===== src/hdl/named_lock_table_macros.svh =====
// ----------------------------------------------------------------------------
// named_lock_table_macros
// Assertion macros used by the lock table sequencer, nlt_ctrl.
// ----------------------------------------------------------------------------
`ifndef NAMED_LOCK_TABLE_MACROS_SVH
`define NAMED_LOCK_TABLE_MACROS_SVH

// Condition in this cycle implies consequence in the same cycle.
`define NLT_ASSERT_IMPL(label, clk, rst_n, ante, cons) \
    label: assert property (@(posedge clk) disable iff (!rst_n) (ante) |-> (cons)) \
        else $error("lock table assertion failed");

// Condition in this cycle implies consequence in the next cycle.
`define NLT_ASSERT_NEXT(label, clk, rst_n, ante, cons) \
    label: assert property (@(posedge clk) disable iff (!rst_n) (ante) |=> (cons)) \
        else $error("lock table assertion failed");

`endif


===== src/hdl/nlt_pkg.sv =====
// ----------------------------------------------------------------------------
// nlt_pkg
// Shared codes, widths and the token that travels along the cell chain.
// ----------------------------------------------------------------------------
package nlt_pkg;

    localparam int ENTRIES_DEF  = 16;
    localparam int KEY_BITS_DEF = 64;

    localparam int OPCODE_W = 3;
    localparam int KEY_W    = 64;
    localparam int CLIENT_W = 22;
    localparam int STATUS_W = 4;
    localparam int COUNT_W  = 5;

    localparam logic [OPCODE_W-1:0] OP_CREATE = 3'd0;
    localparam logic [OPCODE_W-1:0] OP_LOCK   = 3'd1;
    localparam logic [OPCODE_W-1:0] OP_UNLOCK = 3'd2;
    localparam logic [OPCODE_W-1:0] OP_DELETE = 3'd3;
    localparam logic [OPCODE_W-1:0] OP_PERM   = 3'd4;
    localparam logic [OPCODE_W-1:0] OP_SEND   = 3'd5;

    localparam logic [STATUS_W-1:0] ST_OK           = 4'd0;
    localparam logic [STATUS_W-1:0] ST_EMPTY        = 4'd1;
    localparam logic [STATUS_W-1:0] ST_FULL         = 4'd2;
    localparam logic [STATUS_W-1:0] ST_EXISTS       = 4'd3;
    localparam logic [STATUS_W-1:0] ST_OTHER_HOLDS  = 4'd4;
    localparam logic [STATUS_W-1:0] ST_ALREADY_MINE = 4'd5;
    localparam logic [STATUS_W-1:0] ST_LOCKED_OTHER = 4'd6;
    localparam logic [STATUS_W-1:0] ST_NOT_FOUND    = 4'd7;
    localparam logic [STATUS_W-1:0] ST_NOT_LOCKED   = 4'd8;
    localparam logic [STATUS_W-1:0] ST_NOT_OWNER    = 4'd9;

    localparam int ACT_W = 3;
    localparam logic [ACT_W-1:0] ACT_NONE   = 3'd0;
    localparam logic [ACT_W-1:0] ACT_CREATE = 3'd1;
    localparam logic [ACT_W-1:0] ACT_LOCK   = 3'd2;
    localparam logic [ACT_W-1:0] ACT_UNLOCK = 3'd3;
    localparam logic [ACT_W-1:0] ACT_DELETE = 3'd4;

    // Token handed from cell to cell; flags gather on the scan pass,
    // action is carried out on the apply pass.
    typedef struct packed {
        logic                valid;
        logic                apply;
        logic [ACT_W-1:0]    action;
        logic [CLIENT_W-1:0] client;
        logic                found;
        logic                found_locked;
        logic                found_own;
        logic                other_locked;
        logic                done;
    } tok_t;

endpackage


===== src/hdl/nlt_req_if.sv =====
// ----------------------------------------------------------------------------
// nlt_req_if
// Request channel: opcode, name key and client id with valid/ready.
// ----------------------------------------------------------------------------
interface nlt_req_if;
    logic                           valid;
    logic                           ready;
    logic [nlt_pkg::OPCODE_W-1:0]   opcode;
    logic [nlt_pkg::KEY_W-1:0]      name_key;
    logic [nlt_pkg::CLIENT_W-1:0]   client_id;

    modport source (output valid, output opcode, output name_key, output client_id,
                    input ready);
    modport sink   (input valid, input opcode, input name_key, input client_id,
                    output ready);
endinterface


===== src/hdl/nlt_rsp_if.sv =====
// ----------------------------------------------------------------------------
// nlt_rsp_if
// Response channel: status, permission bit and entry count with valid/ready.
// ----------------------------------------------------------------------------
interface nlt_rsp_if;
    logic                           valid;
    logic                           ready;
    logic [nlt_pkg::STATUS_W-1:0]   status;
    logic                           permitted;
    logic [nlt_pkg::COUNT_W-1:0]    entry_count;

    modport source (output valid, output status, output permitted, output entry_count,
                    input ready);
    modport sink   (input valid, input status, input permitted, input entry_count,
                    output ready);
endinterface


===== src/hdl/nlt_cell.sv =====
// ----------------------------------------------------------------------------
// nlt_cell
// One table entry plus one stage of the token chain.
// ----------------------------------------------------------------------------
module nlt_cell #(
    parameter int KEY_BITS = nlt_pkg::KEY_BITS_DEF
) (
    input  logic                clk,
    input  logic                rst_n,
    input  nlt_pkg::tok_t       tok_in,
    input  logic [KEY_BITS-1:0] key_in,
    output nlt_pkg::tok_t       tok_out,
    output logic [KEY_BITS-1:0] key_out
);

    logic                         valid_reg, valid_next;
    logic                         locked_reg, locked_next;
    logic [KEY_BITS-1:0]          key_reg, key_next;
    logic [nlt_pkg::CLIENT_W-1:0] owner_reg, owner_next;
    nlt_pkg::tok_t                tok_reg, tok_next;
    logic [KEY_BITS-1:0]          kout_reg;
    logic                         match;
    logic                         own;

    assign match = valid_reg && (key_reg == key_in);
    assign own   = (owner_reg == tok_in.client);

    always_comb
    begin
        tok_next    = tok_in;
        valid_next  = valid_reg;
        locked_next = locked_reg;
        key_next    = key_reg;
        owner_next  = owner_reg;
        if (tok_in.valid)
        begin
            if (!tok_in.apply)
            begin
                tok_next.found        = tok_in.found | match;
                tok_next.found_locked = tok_in.found_locked | (match & locked_reg);
                tok_next.found_own    = tok_in.found_own | (match & own);
                tok_next.other_locked = tok_in.other_locked
                                        | (valid_reg & locked_reg & !own);
            end
            else
            begin
                case (tok_in.action)
                    nlt_pkg::ACT_CREATE:
                    begin
                        // first free cell takes the new entry
                        if (!valid_reg && !tok_in.done)
                        begin
                            valid_next    = 1'b1;
                            locked_next   = 1'b0;
                            key_next      = key_in;
                            owner_next    = tok_in.client;
                            tok_next.done = 1'b1;
                        end
                    end
                    nlt_pkg::ACT_LOCK:
                    begin
                        if (match)
                        begin
                            locked_next = 1'b1;
                            owner_next  = tok_in.client;
                        end
                    end
                    nlt_pkg::ACT_UNLOCK:
                    begin
                        if (match)
                            locked_next = 1'b0;
                    end
                    nlt_pkg::ACT_DELETE:
                    begin
                        if (match)
                        begin
                            valid_next  = 1'b0;
                            locked_next = 1'b0;
                        end
                    end
                    default:
                    begin
                    end
                endcase
            end
        end
    end

    always_ff @(posedge clk or negedge rst_n)
    begin
        if (!rst_n)
        begin
            valid_reg  <= 1'b0;
            locked_reg <= 1'b0;
            tok_reg    <= '0;
        end
        else
        begin
            valid_reg  <= valid_next;
            locked_reg <= locked_next;
            tok_reg    <= tok_next;
        end
    end

    always_ff @(posedge clk)
    begin
        key_reg   <= key_next;
        owner_reg <= owner_next;
        kout_reg  <= key_in;
    end

    assign tok_out = tok_reg;
    assign key_out = kout_reg;

endmodule


===== src/hdl/nlt_ctrl.sv =====
// ----------------------------------------------------------------------------
// nlt_ctrl
// Request sequencer: launches scan and apply tokens, decides the outcome.
// ----------------------------------------------------------------------------
`include "named_lock_table_macros.svh"

module nlt_ctrl #(
    parameter int ENTRIES  = nlt_pkg::ENTRIES_DEF,
    parameter int KEY_BITS = nlt_pkg::KEY_BITS_DEF
) (
    input  logic                clk,
    input  logic                rst_n,
    nlt_req_if.sink             req,
    nlt_rsp_if.source           rsp,
    output nlt_pkg::tok_t       head_tok,
    output logic [KEY_BITS-1:0] head_key,
    input  nlt_pkg::tok_t       tail_tok
);

    localparam int CNT_W = $clog2(ENTRIES + 1);

    localparam logic [1:0] S_IDLE  = 2'd0;
    localparam logic [1:0] S_SCAN  = 2'd1;
    localparam logic [1:0] S_APPLY = 2'd2;
    localparam logic [1:0] S_DONE  = 2'd3;

    logic [1:0]                   state_reg, state_next;
    logic [CNT_W-1:0]             count_reg, count_next;
    logic [nlt_pkg::OPCODE_W-1:0] op_reg;
    logic [KEY_BITS-1:0]          key_reg;
    logic [nlt_pkg::CLIENT_W-1:0] client_reg;
    logic [nlt_pkg::STATUS_W-1:0] status_reg, status_next;
    logic                         perm_reg, perm_next;
    logic                         out_valid_reg, out_valid_next;
    logic [nlt_pkg::STATUS_W-1:0] out_status_reg;
    logic                         out_perm_reg;
    logic [CNT_W-1:0]             out_count_reg;
    logic                         in_fire;
    logic                         scan_end;
    logic                         apply_end;
    logic                         out_load;
    logic [nlt_pkg::ACT_W-1:0]    action;
    logic                         full;

    assign req.ready = (state_reg == S_IDLE);
    assign in_fire   = req.valid && req.ready;
    assign scan_end  = (state_reg == S_SCAN) && tail_tok.valid && !tail_tok.apply;
    assign apply_end = (state_reg == S_APPLY) && tail_tok.valid && tail_tok.apply;
    assign out_load  = (state_reg == S_DONE) && (!out_valid_reg || rsp.ready);
    assign full      = (count_reg >= CNT_W'(ENTRIES));

    // Decide the outcome from the flags gathered on the scan pass.
    always_comb
    begin
        status_next = nlt_pkg::ST_OK;
        perm_next   = 1'b0;
        action      = nlt_pkg::ACT_NONE;
        count_next  = count_reg;
        case (op_reg)
            nlt_pkg::OP_CREATE:
            begin
                if (key_reg == '0)
                    status_next = nlt_pkg::ST_EMPTY;
                else if (full)
                    status_next = nlt_pkg::ST_FULL;
                else if (tail_tok.found)
                    status_next = nlt_pkg::ST_EXISTS;
                else
                begin
                    action     = nlt_pkg::ACT_CREATE;
                    count_next = count_reg + CNT_W'(1);
                end
            end
            nlt_pkg::OP_LOCK:
            begin
                if (tail_tok.other_locked)
                    status_next = nlt_pkg::ST_OTHER_HOLDS;
                else if (!tail_tok.found)
                    status_next = nlt_pkg::ST_NOT_FOUND;
                else if (tail_tok.found_locked)
                    status_next = tail_tok.found_own ? nlt_pkg::ST_ALREADY_MINE
                                                     : nlt_pkg::ST_LOCKED_OTHER;
                else
                    action = nlt_pkg::ACT_LOCK;
            end
            nlt_pkg::OP_UNLOCK:
            begin
                if (!tail_tok.found)
                    status_next = nlt_pkg::ST_NOT_FOUND;
                else if (!tail_tok.found_locked)
                    status_next = nlt_pkg::ST_NOT_LOCKED;
                else if (!tail_tok.found_own)
                    status_next = nlt_pkg::ST_NOT_OWNER;
                else
                    action = nlt_pkg::ACT_UNLOCK;
            end
            nlt_pkg::OP_DELETE:
            begin
                if (!tail_tok.found)
                    status_next = nlt_pkg::ST_NOT_FOUND;
                else if (tail_tok.found_locked && !tail_tok.found_own)
                    status_next = nlt_pkg::ST_LOCKED_OTHER;
                else
                begin
                    action = nlt_pkg::ACT_DELETE;
                    if (count_reg != '0)
                        count_next = count_reg - CNT_W'(1);
                end
            end
            nlt_pkg::OP_PERM:
            begin
                if (!tail_tok.found)
                    status_next = nlt_pkg::ST_NOT_FOUND;
                else
                    perm_next = !tail_tok.found_locked || tail_tok.found_own;
            end
            nlt_pkg::OP_SEND:
            begin
                if (!tail_tok.found)
                    status_next = nlt_pkg::ST_NOT_FOUND;
                else if (!tail_tok.found_locked || !tail_tok.found_own)
                    status_next = nlt_pkg::ST_NOT_OWNER;
            end
            default:
            begin
            end
        endcase
    end

    // Head of the chain: scan token on accept, apply token when the scan exits.
    always_comb
    begin
        head_tok = '0;
        head_key = key_reg;
        if (in_fire)
        begin
            head_tok.valid  = 1'b1;
            head_tok.client = req.client_id;
            head_key        = req.name_key[KEY_BITS-1:0];
        end
        else if (scan_end)
        begin
            head_tok.valid  = 1'b1;
            head_tok.apply  = 1'b1;
            head_tok.action = action;
            head_tok.client = client_reg;
        end
    end

    always_comb
    begin
        state_next = state_reg;
        case (state_reg)
            S_IDLE:  if (in_fire)   state_next = S_SCAN;
            S_SCAN:  if (scan_end)  state_next = S_APPLY;
            S_APPLY: if (apply_end) state_next = S_DONE;
            S_DONE:  if (out_load)  state_next = S_IDLE;
            default: state_next = S_IDLE;
        endcase
    end

    always_comb
    begin
        out_valid_next = out_valid_reg;
        if (out_load)
            out_valid_next = 1'b1;
        else if (rsp.ready)
            out_valid_next = 1'b0;
    end

    always_ff @(posedge clk or negedge rst_n)
    begin
        if (!rst_n)
        begin
            state_reg     <= S_IDLE;
            count_reg     <= '0;
            out_valid_reg <= 1'b0;
        end
        else
        begin
            state_reg     <= state_next;
            out_valid_reg <= out_valid_next;
            if (scan_end)
                count_reg <= count_next;
        end
    end

    always_ff @(posedge clk)
    begin
        if (in_fire)
        begin
            op_reg     <= req.opcode;
            key_reg    <= req.name_key[KEY_BITS-1:0];
            client_reg <= req.client_id;
        end
        if (scan_end)
        begin
            status_reg <= status_next;
            perm_reg   <= perm_next;
        end
        if (out_load)
        begin
            out_status_reg <= status_reg;
            out_perm_reg   <= perm_reg;
            out_count_reg  <= count_reg;
        end
    end

    assign rsp.valid       = out_valid_reg;
    assign rsp.status      = out_status_reg;
    assign rsp.permitted   = out_perm_reg;
    assign rsp.entry_count = nlt_pkg::COUNT_W'(out_count_reg);

    `NLT_ASSERT_IMPL(a_count_range, clk, rst_n, 1'b1, count_reg <= CNT_W'(ENTRIES))
    `NLT_ASSERT_NEXT(a_accept_scan, clk, rst_n, in_fire, state_reg == S_SCAN)
    `NLT_ASSERT_IMPL(a_tail_busy, clk, rst_n, tail_tok.valid,
                     state_reg == S_SCAN || state_reg == S_APPLY)
    `NLT_ASSERT_IMPL(a_done_quiet, clk, rst_n, state_reg == S_DONE, !tail_tok.valid)

endmodule


===== src/hdl/named_lock_table.sv =====
// ----------------------------------------------------------------------------
// named_lock_table
// Table of named locks built as a chain of entry cells.
// ----------------------------------------------------------------------------
// Requests arrive on req (opcode, name_key, client_id) and each produces one
// response on rsp (status, permitted, entry_count); both use valid/ready and
// a transfer happens when both are high.
// Each entry lives in one cell of a chain of ENTRIES cells. A request sends
// a scan token down the chain, one cell per cycle, gathering match and lock
// flags; the sequencer then decides the outcome and sends an apply token
// that performs the update in the owning or first free cell.
// A request passes the scan, apply and done states of the sequencer before
// its response is loaded into the response register; one request is in
// progress at a time, so req is ready again only once that load is done.
// The response register holds a finished result while the next request is
// taken; if rsp stalls, the following request completes its passes and then
// waits for the response register to free before req is ready again.
// Reset empties the table at once: all entries invalid and unlocked, count 0.
// ----------------------------------------------------------------------------
module named_lock_table #(
    parameter int ENTRIES  = nlt_pkg::ENTRIES_DEF,
    parameter int KEY_BITS = nlt_pkg::KEY_BITS_DEF
) (
    input  logic      clk,
    input  logic      rst_n,
    nlt_req_if.sink   req,
    nlt_rsp_if.source rsp
);

    nlt_pkg::tok_t       tok_w [ENTRIES+1];
    logic [KEY_BITS-1:0] key_w [ENTRIES+1];

    nlt_ctrl #(
        .ENTRIES  (ENTRIES),
        .KEY_BITS (KEY_BITS)
    ) u_ctrl (
        .clk      (clk),
        .rst_n    (rst_n),
        .req      (req),
        .rsp      (rsp),
        .head_tok (tok_w[0]),
        .head_key (key_w[0]),
        .tail_tok (tok_w[ENTRIES])
    );

    for (genvar i = 0; i < ENTRIES; i++)
    begin : g_cell
        nlt_cell #(
            .KEY_BITS (KEY_BITS)
        ) u_cell (
            .clk     (clk),
            .rst_n   (rst_n),
            .tok_in  (tok_w[i]),
            .key_in  (key_w[i]),
            .tok_out (tok_w[i+1]),
            .key_out (key_w[i+1])
        );
    end

endmodule


===== src/flat_wrapper.sv =====
// flat-port wrapper written by rule: the top's interface ports become plain ports
module named_lock_table_flat 
#(
    parameter int ENTRIES  = nlt_pkg::ENTRIES_DEF,
    parameter int KEY_BITS = nlt_pkg::KEY_BITS_DEF
)
  (clk, rst_n, req_valid, req_opcode, req_name_key, req_client_id, req_ready, rsp_valid, rsp_status, rsp_permitted, rsp_entry_count, rsp_ready);
  nlt_req_if req_i ();
  nlt_rsp_if rsp_i ();
  input  logic clk;
  input  logic rst_n;
  input wire logic [$bits(req_i.valid)-1:0] req_valid;
  input wire logic [$bits(req_i.opcode)-1:0] req_opcode;
  input wire logic [$bits(req_i.name_key)-1:0] req_name_key;
  input wire logic [$bits(req_i.client_id)-1:0] req_client_id;
  output wire logic [$bits(req_i.ready)-1:0] req_ready;
  output wire logic [$bits(rsp_i.valid)-1:0] rsp_valid;
  output wire logic [$bits(rsp_i.status)-1:0] rsp_status;
  output wire logic [$bits(rsp_i.permitted)-1:0] rsp_permitted;
  output wire logic [$bits(rsp_i.entry_count)-1:0] rsp_entry_count;
  input wire logic [$bits(rsp_i.ready)-1:0] rsp_ready;
  assign req_i.valid = req_valid;
  assign req_i.opcode = req_opcode;
  assign req_i.name_key = req_name_key;
  assign req_i.client_id = req_client_id;
  assign req_ready = req_i.ready;
  assign rsp_valid = rsp_i.valid;
  assign rsp_status = rsp_i.status;
  assign rsp_permitted = rsp_i.permitted;
  assign rsp_entry_count = rsp_i.entry_count;
  assign rsp_i.ready = rsp_ready;
  named_lock_table #(.ENTRIES(ENTRIES), .KEY_BITS(KEY_BITS)) u_core (.clk(clk), .rst_n(rst_n), .req(req_i), .rsp(rsp_i));
endmodule

===== config.mk =====
export PLATFORM = sky130hd
export DESIGN_NAME = named_lock_table_flat
export DESIGN_NICKNAME = d
export VERILOG_FILES = /design/src/hdl/nlt_pkg.sv /design/src/hdl/nlt_req_if.sv /design/src/hdl/nlt_rsp_if.sv /design/src/hdl/nlt_cell.sv /design/src/hdl/nlt_ctrl.sv /design/src/hdl/named_lock_table.sv /design/src/flat_wrapper.sv
export VERILOG_INCLUDE_DIRS = /design/src /design/src/hdl
export SDC_FILE = /design/constraint.sdc
export NUM_CORES = 2
export LEC_CHECK = 0
export BUFFER_PORTS_ARGS = -buffer_cell sky130_fd_sc_hd__buf_2
export CAP_MARGIN = 20
export CORE_ASPECT_RATIO = 1.1
export CORE_MARGIN = 1.5
export CORE_UTILIZATION = 50
export CTS_BUF_LIST = sky130_fd_sc_hd__clkbuf_8 sky130_fd_sc_hd__clkbuf_16
export CTS_CLUSTER_DIAMETER = 40
export CTS_CLUSTER_SIZE = 24
export DETAILED_ROUTE_END_ITERATION = 10
export GPL_TIMING_DRIVEN = 0
export HOLD_SLACK_MARGIN = 0.12
export PLACE_DENSITY = 0.69
export SLEW_MARGIN = 20
export SYNTH_ARGS = -nofsm -noshare
export SYNTH_HDL_FRONTEND = slang
export SYNTH_SLANG_ARGS = --single-unit

===== constraint.sdc =====
create_clock -name clk -period 11 [get_ports clk]
set_clock_uncertainty 0.1 [all_clocks]
set_input_delay 0 -clock clk [delete_from_list [all_inputs] [get_ports clk]]
set_output_delay 0 -clock clk [all_outputs]
set_load 0.05 [all_outputs]

==> metrics.md <==
| Metric | Value |
|---|---|
| Crit path kind | reg2reg |
| Power per Cell Area | 269 mW/mm^2 |
| Largest fanout on the critical path | 22 |
| Core area | 0.189 mm^2 |
| Total CTS buffers | 314 |
| Syn Area/Cell | 16.8 um^2 |
| Max FFs per register | 1024 |
| Initial antenna violation count | 5 |
| Max incr delay on CP | 580 ps |
| Most common cell after layout, fill and taps aside | edfxtp_1 |
| Mapped Cells | 5647 |
| Worst skew pair latency | 940 ps |
| Synth area leader | edfxtp_1 |
| Antenna Nets Post-Route | 0 |
| Distinct cells, synth | 74 |
| Die Wd | 419 um |
| Met1 Use GR | 21.2% |
| Starting Density | 50.4% |
| GRT met2 Usage | 35.5% |
| Critical Path, Cell by Cell | inv_1, ha_1, buf_6, nand2_4, inv_8, buf_12, clkbuf_1, nand2_1, dlygate4sd3_1, nand2_1, o221a_2, and4_1, nand4_1, mux2i_4, buf_16 |
| Clock network fraction of design power | 34.1% |
| Top FF cell, synth | edfxtp_1 |
| Vias in the first global route | 48700 |
| Synth Area in XOR/XNOR | 12.5% |
| Simple-gate portion of the synthesized area | 5.40% |
| Cell Area, Synth | 0.0951 mm^2 |
| Critical path's slowest cell | dlygate4sd3_1 |
| Most frequent cells in the layout | 1416 x edfxtp_1, 1048 x xnor2_1, 960 x dfxtp_1, 526 x dfrtp_1, 324 x clkbuf_16 |
| NetSw | 0.00856 W |
| Final wirelength | 185000 um |
| Max-Cap Viols | 0 |
| Site Rows | 167 |
| Met3 usage | 3.41% |
| Placer congestion estimate | 0.889 |
| Layout cells sized above 1 | 13.5% |
| WP data arrival | 5110 ps |
| Max-slew violation count | 0 |
| Endpoint class of the critical path | register |
| CTS root buffer | clkbuf_16 |
| Req. time, crit path | 11490 ps |
| Pint | 0.0219 W |
| Min Tclk post-route | 4620 ps |
| Outcome | finished, final reports clean |
| DR iter-0 viols | 2820 |
| Post-CTS setup buffers | 0 |
| Synth top area share | 44.7% |
| Largest family of logic cells by synthesized area | XOR/XNOR gates |
| CTS tree | done |
| Io pins | 105 |
| Ys Warns | 0 |
| Overall routing resource usage | 19.4% |
| Largest net degree at the start of global routing | 105 |
| Nets | 6559 |
| # setup viols final | 0 |
| Residual DRC count | 0 |
| Highest Clock Rate | 0.216 GHz |
| Seq/Total Area, Yosys | 78.7% |
| Post-CTS Resized | 0 |
| Largest cells by area after synthesis | edfxtp_1 45%, dfxtp_1 20%, dfrtp_1 14% |
| Syn nets | 5749 |
| Port bufs | 103 |
| CTS max path bufs | 4 |
| R2r setup slk | 6380 ps |
| Die height | 460 um |
| CP Capture Point | u_core.g_cell[0].u_cell.owner_reg[9]$_DFFE_PP_ |
| Min-delay worst type | reg2reg |
| Post-DP HPWL | 133000 um |
| Share of total power in combinational logic | 10.5% |
| Crit share post-route | 42.0% |
| FF-to-FF Start | u_core.u_ctrl.state_reg[0]$_DFFE_PN0P_ |
| Total vias in the final route | 46200 |
| Post-synthesis sequential element count | 2902 |
| Total congestion overflow | 0 |
| Htree depth | 5 |
| Worst r2r dst | u_core.g_cell[0].u_cell.owner_reg[9]$_DFFE_PP_ |
| Worst setup path startpoint | u_core.u_ctrl.state_reg[0]$_DFFE_PN0P_ |
| Clock slew at reported path FFs | 70 ps |
| Slew at the pin closest to its max-slew limit | 930 ps |
| Post-synth EDFFs | 1416 |
| First-pass GRT wire length | 283000 um |
| Multiplexer share of the synthesized area | 0.221% |
| Synth Area in Adders | 0.126% |
| Final hold vios | 0 |
| Sequential share of power | 55.4% |
| Leak | 41.9 nW |
| Hold Crit Depth | 0 |
| Final core occ | 59.9% |
| Peak VDD IR | 0.000200 V |
| Post-DR vias/cell | 5.01 |
| Most used cell, CP | nand2_1 |
| Async set-reset flop share out of synthesis | 18.1% |
| Startpoint Class | register |
| Drt pass-1 iters | 6 |
| Top Usage Layer GRT | met2 |
| Area Overhead vs Synth | 18.9% |
| CTS sink cnt | 2902 |
| Fin area | 0.113 mm^2 |
| Die ar. | 0.193 mm^2 |
| Slew margin rel. | 37.5% |
| DP Area | 0.100 mm^2 |
| Wire length per cell | 20.0 um |
| R2R depth | 15 |
| Sw frac | 28.2% |
| RSZ-0062 raised after global routing | false |
| Hold Buf Count CTS | 228 |
| Synth Area in Compound Gates | 2.34% |
cell type report:
type | instances | area (um^2)
Clock buffer | 336 | 8270
Inverter | 125 | 477
Buffer | 29 | 200
Antenna cell | 2 | 5.00
Timing Repair Buffer | 494 | 4040
Sequential cell | 2902 | 74900
Clock inverter | 221 | 2260
Fill cell | 13700 | 75600
Multi-Input combinational cell | 2591 | 19800
Tap cell | 2535 | 3170
through the flow:
stage / instances / setup slack [ps] / power, W / hold WS [ps] / TNS (ps)
after floorplan: 5647 / 3430 / 0.0181 / -396 / 0
after global placement: 8285 / -210 / 0.0200 / 84.1 / -54520
after detailed placement: 8448 / 6620 / 0.0202 / -113 / 0
after CTS: 9233 / 6360 / 0.0307 / 210 / 0
after global routing: 9233 / 6200 / 0.0316 / 239 / 0
final: 9235 / 6380 / 0.0304 / 226 / 0
power by group through the flow:
stage	clock network (W)	logic [W]	registers (W)
CTS	0.0106	0.00321	0.0169
finish	0.0104	0.00319	0.0169
global route	0.0110	0.00346	0.0172
detailed placement	0	0.00303	0.0171
floorplan	0	0.00227	0.0158
global placement	0	0.00295	0.0170
per-layer routing:
| layer | vias up | share of wire, % |
|---|---|---|
| met1 | 22800 | 38 |
| met4 | 2 | 5.3 |
| met5 | - | 0.0081 |
| met2 | 999 | 53 |
| li1 | 22000 | - |
| met3 | 425 | 3.8 |
worst min path at each step:
stage	from	endpoint	slack [ps]
after global routing	u_core.g_cell[2].u_cell.key_out[63]$_DFF_P_	u_core.g_cell[3].u_cell.key_out[63]$_DFF_P_	240
after floorplan	rst_n	u_core.g_cell[0].u_cell.locked_reg$_DFFE_PN0P_	-400
after global placement	req_opcode[1]	u_core.u_ctrl.op_reg[1]$_DFFE_PN_	80
after detailed placement	rst_n	u_core.g_cell[14].u_cell.tok_out[25]$_DFF_PN0_	-110
after CTS	req_client_id[9]	u_core.u_ctrl.client_reg[9]$_DFFE_PN_	210
final	u_core.g_cell[3].u_cell.key_out[24]$_DFF_P_	u_core.g_cell[4].u_cell.key_out[24]$_DFF_P_	230
logic make-up after synthesis:
kind of cell | count (synthesis)
multiplexers | 19
AND/OR/NAND/NOR | 901
XOR/XNOR | 1354
buffers and inverters | 154
adder cells (fa/ha/maj) | 9
AO/OA/AOI/OAI | 308
flip-flops | 2902
critical path: cells and delay by family (launching register included):
| kind | cells | cell delay (ps) |
|---|---|---|
| AO/OA/AOI/OAI | 1 | 230 |
| adder cells (fa/ha/maj) | 1 | 560 |
| buffers and inverters | 7 | 1920 |
| flip-flops | 1 | 400 |
| multiplexers | 1 | 300 |
| AND/OR/NAND/NOR | 5 | 770 |
Yosys cell counts, drive strengths merged, types with 39 or more instances:
master	instances
a21oi	61
nand2	129
nor2	77
dfxtp	960
o21ai	39
edfxtp	1416
xnor2	1048
dfrtp	526
nor4	204
nand4	296
inv	125
xor2	306
No activity file was read; power rests on OpenSTA's default activity.
